==> config.mk <==
export PLATFORM = sky130hd
export DESIGN_NAME = lzmf_cell
export DESIGN_NICKNAME = d
export VERILOG_FILES = /design/src/rtl/assert_macros.svh /design/src/rtl/lzmf_pkg.sv /design/src/rtl/lzmf_cell.sv
export SDC_FILE = /design/constraint.sdc
export NUM_CORES = 1
export LEC_CHECK = 0
export ABC_CLOCK_PERIOD_IN_PS = 1700
export BUFFER_PORTS_ARGS = -buffer_cell sky130_fd_sc_hd__buf_2
export CAP_MARGIN = 10
export CORE_MARGIN = 8
export CORE_UTILIZATION = 41
export CTS_CLUSTER_SIZE = 25
export DETAILED_ROUTE_END_ITERATION = 10
export GPL_TIMING_DRIVEN = 0
export HOLD_SLACK_MARGIN = 0.12
export PLACE_DENSITY = 0.73
export SETUP_SLACK_MARGIN = 0.2
export SKIP_LAST_GASP = 1
export SLEW_MARGIN = 20
export SYNTH_ARGS = -nofsm -noshare
export SYNTH_HDL_FRONTEND = slang
export SYNTH_SLANG_ARGS = --single-unit
==> constraint.sdc <==
create_clock -name clk -period 1.7 [get_ports clk]
set_clock_uncertainty 0.2 [all_clocks]
set_input_delay 0.34 -clock clk [delete_from_list [all_inputs] [get_ports clk]]
set_output_delay 0.34 -clock clk [all_outputs]
set_load 0.01 [all_outputs]
==> src/rtl/assert_macros.svh <==
// Assertion macros used by the top level of the match finder.
`ifndef ASSERT_MACROS_SVH
`define ASSERT_MACROS_SVH

// Property that must hold at every clock edge out of reset.
`define ASSERT_ALWAYS(label, prop, msg) \
  label: assert property (@(posedge clk) disable iff (!rst_n) (prop)) else $error(msg);

// Implication checked at every clock edge out of reset.
`define ASSERT_IMPLY(label, ante, cons, msg) \
  label: assert property (@(posedge clk) disable iff (!rst_n) (ante) |-> (cons)) else $error(msg);

`endif

==> src/rtl/lzmf_pkg.sv <==
// Package of constants and types for the lazy match finder.
`default_nettype none
package lzmf_pkg;
  localparam int WINDOW_SIZE = 2048;
  localparam int MAX_MATCH   = 258;
  localparam int RING_DEPTH  = 4096;
  localparam int MIN_MATCH   = 3;
  localparam int NUM_CELLS   = 8;
  localparam int LOOKAHEAD   = MAX_MATCH + 2;

  localparam int ADDR_W = 12;
  localparam int PEND_W = 9;
  localparam int HIST_W = 12;
  localparam int LEN_W  = 9;
  localparam int DIST_W = 12;
  localparam int J_W    = 9;
  localparam int GAIN_W = 9;

  localparam logic OP_PUSH  = 1'b0;
  localparam logic OP_DRAIN = 1'b1;

  typedef struct packed {
    logic       clr;
    logic       step;
    logic       cmp;
    logic [7:0] cur_byte;
  } cell_ctrl_t;
endpackage
`default_nettype wire

==> src/rtl/lzmf_cell.sv <==
// One compare cell: holds a window byte tap and the run length for one distance.
`default_nettype none
module lzmf_cell (
  input  wire logic                      clk,
  input  wire lzmf_pkg::cell_ctrl_t      ctrl,
  input  wire logic                      en,
  input  wire logic [7:0]                win_in,
  output logic      [7:0]                win_out,
  output logic      [lzmf_pkg::LEN_W-1:0] len_out
);
  import lzmf_pkg::*;

  logic [7:0]       tap_r;
  logic             alive_r;
  logic [LEN_W-1:0] len_r;

  always_ff @(posedge clk) begin
    if (ctrl.clr) begin
      alive_r <= en;
      len_r   <= '0;
    end else if (ctrl.step) begin
      tap_r <= win_in;
      if (ctrl.cmp && alive_r) begin
        if (win_in == ctrl.cur_byte) begin
          len_r <= len_r + LEN_W'(1);
        end else begin
          alive_r <= 1'b0;
        end
      end
    end
  end

  assign win_out = tap_r;
  assign len_out = len_r;
endmodule
`default_nettype wire

==> results of run 1 <==
==> final cells by class <==
| class | count | area share |
|---|---|---|
| buffer | 2 | 0.00489 |
| sequential | 18 | 0.304 |
| multi-input combinational | 63 | 0.471 |
| clock buffer | 4 | 0.0171 |
| timing repair buffer | 46 | 0.178 |
| tap | 28 | 0.0228 |
| inverter | 1 | 0.00244 |
==> Yosys cell counts (all sizes together), types with 2 or more instances <==
| master | n | area, sq um |
|---|---|---|
| dfxtp | 9 | 180 |
| edfxtp | 9 | 270 |
| nor2b | 9 | 56.3 |
| mux2 | 8 | 90.1 |
| nor2 | 8 | 30.0 |
| xnor2 | 8 | 70.1 |
| nor4 | 6 | 37.5 |
| nand2 | 4 | 15.0 |
| nand3 | 4 | 20.0 |
| and3 | 3 | 18.8 |
| nand2b | 3 | 18.8 |
| and4 | 2 | 17.5 |
| clkbuf | 2 | 7.51 |
==> per-stage QoR <==
stage          area [sq um]  setup slack [ps]  instances
5_1_grt                1540             -14.2        162
4_1_cts                1500              50.6        160
6_report               1540              52.4        162
3_3_place_gp           1380              -143        148
2_1_floorplan          1160              62.9         83
3_5_place_dp           1380              -178        148
==> state kept, by name, summed over array words and instances, names as in the netlist <==
| name | flops |
|---|---|
| len_out | 9 |
| win_out | 8 |
| alive_r | 1 |
==> worst reg2reg max path, stage by stage (launching register included) <==
cell	delay (ps)
edfxtp_1	340
and3_4	190
nand3_4	170
nor4_4	290
mux2_2	350
==> cell families after synthesis <==
family / after synthesis
AND/OR/NAND/NOR: 43
flip-flops: 18
multiplexers: 9
XOR/XNOR: 8
buffers and inverters: 3
AO/OA/AOI/OAI: 1
adder cells (fa/ha/maj): 1
==> timing repair <==
action / in CTS / in global routing
pin swaps: 2 / 2
cloned: 0 / 1
hold buffers: 8 / 0
endpoints found under the setup margin: 8 / 9
gates resized for setup: 3 / 3
hold endpoints to repair: 8 / 0
setup buffers: 0 / 1
==> layer usage <==
layer	share of wire	vias up	routed length, um
li1	-	405	-
met1	0.41	402	1040
met5	0	-	0
met2	0.53	20	1350
met4	0.0067	0	17
met3	0.046	2	115
==> power by group <==
group	total [mW]	internal, mW	switching (mW)
logic	0.202	0.0975	0.104
clock network	0.225	0.0914	0.134
registers	0.470	0.466	0.00338
total	0.897	0.655	0.241
==> worst max path at each step <==
stage | from | endpoint | slack [ps] | depth (start not counted)
5_1_grt | alive_r | len_out[8] | -10 | 4
2_1_floorplan | len_out[1] | len_out[8] | 60 | 5
3_3_place_gp | ctrl[6] | len_out[2] | -140 | 5
3_5_place_dp | ctrl[6] | len_out[0] | -180 | 5
6_report | alive_r | len_out[8] | 50 | 4
4_1_cts | alive_r | len_out[5] | 50 | 4
==> results_dict.tcl, run 1 <==
set metrics [dict create \
    cts_buffer_depth 2 \
    met3_usage 0.0412 \
    drt-pass1-iter-count 3 \
    mappedNetlistArea_sq_um 905 \
    crit_chain "and3_4 > nand3_4 > nor4_4 > mux2_2" \
    holdPathEnd "alive_r" \
    rsz0062_at_grt "yes" \
    critPathMaxFanout 8 \
    syn_to_final_growth_pct 69.7 \
    worstSetupPathType "reg2reg" \
    port_buffers 37 \
    wire_per_inst_um 15.5 \
    worst_ep_required_time_ps 1690 \
    ys_seq_area_frac 0.498 \
    synthMuxAreaShare 0.111 \
    synthCells 83 \
    grt_max_degree 11 \
    die_w_um 63.0 \
    cts_tree "built" \
    drc 0 \
    yosysWarnings 0 \
    layout-drive-gt1-share 0.590 \
    final_util 0.715 \
    reg2reg_to "len_out[8]" \
    ys_types 22 \
    critPathTopFamily "simple AND/OR/NAND/NOR gates" \
    met2_usage 0.232 \
    grt_overflow 0 \
    fin_total_pwr_mw 0.897 \
    final_cell_mix "37 x buf_2, 9 x edfxtp_1" \
    power.leakage_nw 0.622 \
    synth_top_family_by_area "simple AND/OR/NAND/NOR gates" \
    core_area_sq_um 2150 \
    via_per_inst 5.12 \
    gp_congestion 0.718 \
    synth.avg_cell_area_sq_um 10.9 \
    hold_viol_final 0 \
    die_area_sq_um 3970 \
    slew_headroom 0.692 \
    max_freq_ghz 0.607 \
    regArea_sq_um 467 \
    dp_hpwl_um 1780 \
    grtUsageTotal 0.129 \
    synth-async-reset-ratio 0 \
    hold_path_class "in2reg" \
    post_synth_xor_area_fraction 0.0775 \
    wl_um 2520 \
    first_global_vias 901 \
    critPathBufInv 0 \
    irDropWorstVdd_v 0.000380 \
    layout_commonest_cell "buf_2" \
    critPathLaunchType "register" \
    numCtsBuffers 3 \
    cts_num_sinks 18 \
    antenna_found_initial 0 \
    synthSimpleGateAreaFrac 0.279 \
    ant_nets 0 \
    num_io_pins 38 \
    initial_core_util 0.421 \
    drtIter0Drc 20 \
    slowest_stage "mux2_2" \
    insertedDiodeCount 0 \
    status "finished, final reports clean" \
    whs_path_depth 2 \
    clk_pin_slew_ps 90 \
    grt.busiest_layer "met2" \
    period_minus_slack_ps 1650 \
    setup_viol 0 \
    r2r_start "alive_r" \
    ff2ff_setup_slack_ps 50 \
    floorplan.rows 17 \
    synth-compound-area-share 0.00830 \
    synthAdderAreaFrac 0.0138 \
    powerDensity_nw_per_um2 584 \
    finalNetCount 157 \
    fillers 173 \
    multiInputGateArea_sq_um 723 \
    grt_pass1_wl_um 4200 \
    htreeDepth 1 \
    slowest_delay_ps 350 \
    finalCritPeriodShare 0.969 \
    tns_ps 0 \
    root_buffer "clkbuf_4" \
    synth_seq_cells 18 \
    grtUsageMet1 0.140 \
    ys.flop_type "edfxtp_1" \
    syn_nets 105 \
    hold_start "en" \
    hold_slack_ps 137 \
    drv_slew 0 \
    worst_pin_slew_ps 460 \
    reg2reg_depth 4 \
    die_y_um 63.0 \
    synth_edf_count 9 \
    max-cap-violations 0 \
    worstPathArrival_ps 1640 \
    worstSetupEndpointType "register" \
    route.vias.total 829 \
    clk_latency_ps 300 \
]
Note: power is estimated with default switching activity, not from simulation.
==> inputs of run 2 (changes only) <==
--- a/config.mk
+++ b/config.mk
@@ -5,14 +5,13 @@
 export SDC_FILE = /design/constraint.sdc
 export NUM_CORES = 1
 export LEC_CHECK = 0
+export ABC_AREA = 1
 export ABC_CLOCK_PERIOD_IN_PS = 1700
 export BUFFER_PORTS_ARGS = -buffer_cell sky130_fd_sc_hd__buf_2
 export CAP_MARGIN = 10
-export CORE_MARGIN = 8
-export CORE_UTILIZATION = 41
+export CORE_UTILIZATION = 42
 export CTS_CLUSTER_SIZE = 25
 export DETAILED_ROUTE_END_ITERATION = 10
-export GPL_TIMING_DRIVEN = 0
 export HOLD_SLACK_MARGIN = 0.12
 export PLACE_DENSITY = 0.73
 export SETUP_SLACK_MARGIN = 0.2
==> run 2 against run 1 <==
- fmax increased by 11%
- setup slack better by 160 ps
- largest cell class is now registers
- final area is 11% lower
- clock power barely moved
- critical path depth unchanged
- sequential share of layout area increased by 3.4 points
- highest routed layer unchanged
- core utilization down 9.4 points
- sequential cell count is the same
- via count is 16% higher
- sequential power barely moved
==> results_dict.tcl, run 2 <==
set metrics [dict create \
    ys.flop_type "edfxtp_1" \
    max_freq_ghz 0.671 \
    powerDensity_nw_per_um2 598 \
    clk_latency_ps 290 \
    rsz0062_at_grt "yes" \
    die_area_sq_um 2510 \
    yosysTopAreaCell "edfxtp_1" \
    synth.avg_cell_area_sq_um 7.18 \
    multiInputGateArea_sq_um 424 \
    cts_num_sinks 18 \
    insertedDiodeCount 0 \
    grt_overflow 0 \
    grt_max_degree 11 \
    numCtsBuffers 3 \
    wire_per_inst_um 9.30 \
    via_per_inst 4.46 \
    htreeDepth 1 \
    drc 0 \
    period_minus_slack_ps 1490 \
    hold_path_class "in2reg" \
    drtIter0Drc 11 \
    synth_most_common_cell "nand2_1" \
    grtUsageTotal 0.183 \
    wl_um 2010 \
    irDropWorstVdd_v 0.000447 \
    mappedNetlistArea_sq_um 970 \
    clk_pin_slew_ps 100 \
    dp_hpwl_um 1440 \
    ant_nets 0 \
    worst_ep_required_time_ps 1520 \
    synth_commonest_cells "47 x nand2_1, 25 x inv_1, 18 x nor2_1" \
    first_global_vias 915 \
    floorplan.rows 17 \
    layout-drive-gt1-share 0.282 \
    ys_seq_area_frac 0.465 \
    worstPathArrival_ps 1310 \
    drv_slew 0 \
    die_w_um 50.1 \
    power.leakage_nw 0.710 \
    status "finished, final reports clean" \
    drt-pass1-iter-count 4 \
    largest_reg_flops 9 \
    slowest_stage "dlygate4sd3_1" \
    max-cap-violations 0 \
    syn_nets 157 \
    ys_types 15 \
    synth-async-reset-ratio 0 \
    design_area_sq_um 1360 \
    finalCritPeriodShare 0.876 \
    layout_commonest_cell "nand2_1" \
    hold_viol_final 0 \
    final_cell_mix "47 x nand2_1, 36 x buf_2, 25 x inv_1" \
    cts_buffer_depth 2 \
    num_io_pins 38 \
    worst_pin_slew_ps 226 \
    route.vias.total 963 \
    gp_congestion 0.781 \
    critPathMaxFanout 8 \
    fillers 200 \
    worstSetupEndpointType "register" \
    port_buffers 37 \
    cts_tree "built" \
    synth_seq_cells 18 \
    worstSetupPathType "in2reg" \
    setup_viol 0 \
    yosysWarnings 0 \
    slowest_delay_ps 540 \
    die_y_um 50.1 \
    tns_ps 0 \
    root_buffer "clkbuf_4" \
    finalNetCount 211 \
    synth_top_area_frac 0.279 \
    synthCells 135 \
    regArea_sq_um 459 \
    syn_to_final_growth_pct 40.3 \
    core_area_sq_um 2190 \
    synth.area.top_cells "edfxtp_1 28%, dfxtp_1 19%, nand2_1 18%, inv_1 9.7%, nor2_1 7.0%" \
    antenna_found_initial 0 \
    grt_pass1_wl_um 3480 \
    placed_cell_area_sq_um 1190 \
    critPathLaunchType "primary input" \
    fin_total_pwr_mw 0.813 \
    crit_chain "dlygate4sd3_1 > buf_4 > nor2_2 > buf_6" \
    synth_edf_count 9 \
    initial_core_util 0.443 \
    slew_headroom 0.848 \
]
-- run 2: cell count changes in the layout (fill, tap and decap cells not counted), sizes merged, moves of 3 or more --
| cell | previous run | this run |
|---|---|---|
| xnor2 | 8 | 3 |
| nor2b | 9 | 0 |
| inv | 1 | 25 |
| mux2 | 8 | 0 |
| and3 | 3 | 0 |
| nor2 | 8 | 20 |
| nor4 | 6 | 0 |
| nand3 | 4 | 10 |
| nand2b | 3 | 0 |
| nand2 | 4 | 47 |
| buf | 38 | 41 |
| nand4 | 2 | 6 |
-- run 2: timing repair --
item                       4_1_cts  5_1_grt
cloned                           0        0
gates resized for setup          1       11
pin swaps                        0        2
buffers inserted                 0        1
setup endpoints to repair        1       13
hold endpoints to repair        13        0
hold buffers                    10        0
-- run 2: cell families after synthesis --
kind of cell / after synthesis / synth area share
adder cells (fa/ha/maj): 1 / 0.0129
AND/OR/NAND/NOR: 85 / 0.370
XOR/XNOR: 4 / 0.0361
buffers and inverters: 27 / 0.116
flip-flops: 18 / 0.465
-- run 2: metal layers --
| metal | up-vias | GRT usage | share of wire |
|---|---|---|---|
| met2 | 20 | 0.333 | 0.53 |
| met3 | 2 | 0.0309 | 0.030 |
| met5 | - | 0 | 0 |
| li1 | 523 | - | - |
| met4 | 0 | 0.110 | 0.0060 |
| met1 | 418 | 0.193 | 0.43 |
-- run 2: metrics by stage --
stage	utilization	instances	hold slack (ps)	setup slack, ps
floorplan	-	135	212	272
global placement	0.545	201	325	148
detailed placement	0.545	201	338	110
CTS	0.603	215	322	203
global route	0.621	216	372	181
finish	0.621	216	325	210
-- run 2: path summary, 6_finish.rpt --
path,start,end,slack (ps),depth (start not counted)
worst min register to register,len_out[8],len_out[8],350,4
worst max-delay path,ctrl[10],win_out[0],210,4
worst max register to register,len_out[0],len_out[8],320,9
worst min-delay path,ctrl[2],len_out[8],320,7
-- run 2: layout make-up --
cell class,count,area share
tap,28,0.0258
inverter,25,0.0690
sequential,18,0.338
timing repair buffer,51,0.236
clock buffer,4,0.0193
multi-input combinational,90,0.312
-- run 2: where the power goes --
part	switching [mW]	internal (mW)
Clock	0.133	0.0913
Sequential	0.00280	0.468
Combinational	0.0581	0.0601
-- run 2: critical path: cells and delay by family --
kind	cells	cell delay [ps]
and+or+nand+nor	1	120
buffers and inverters	3	850
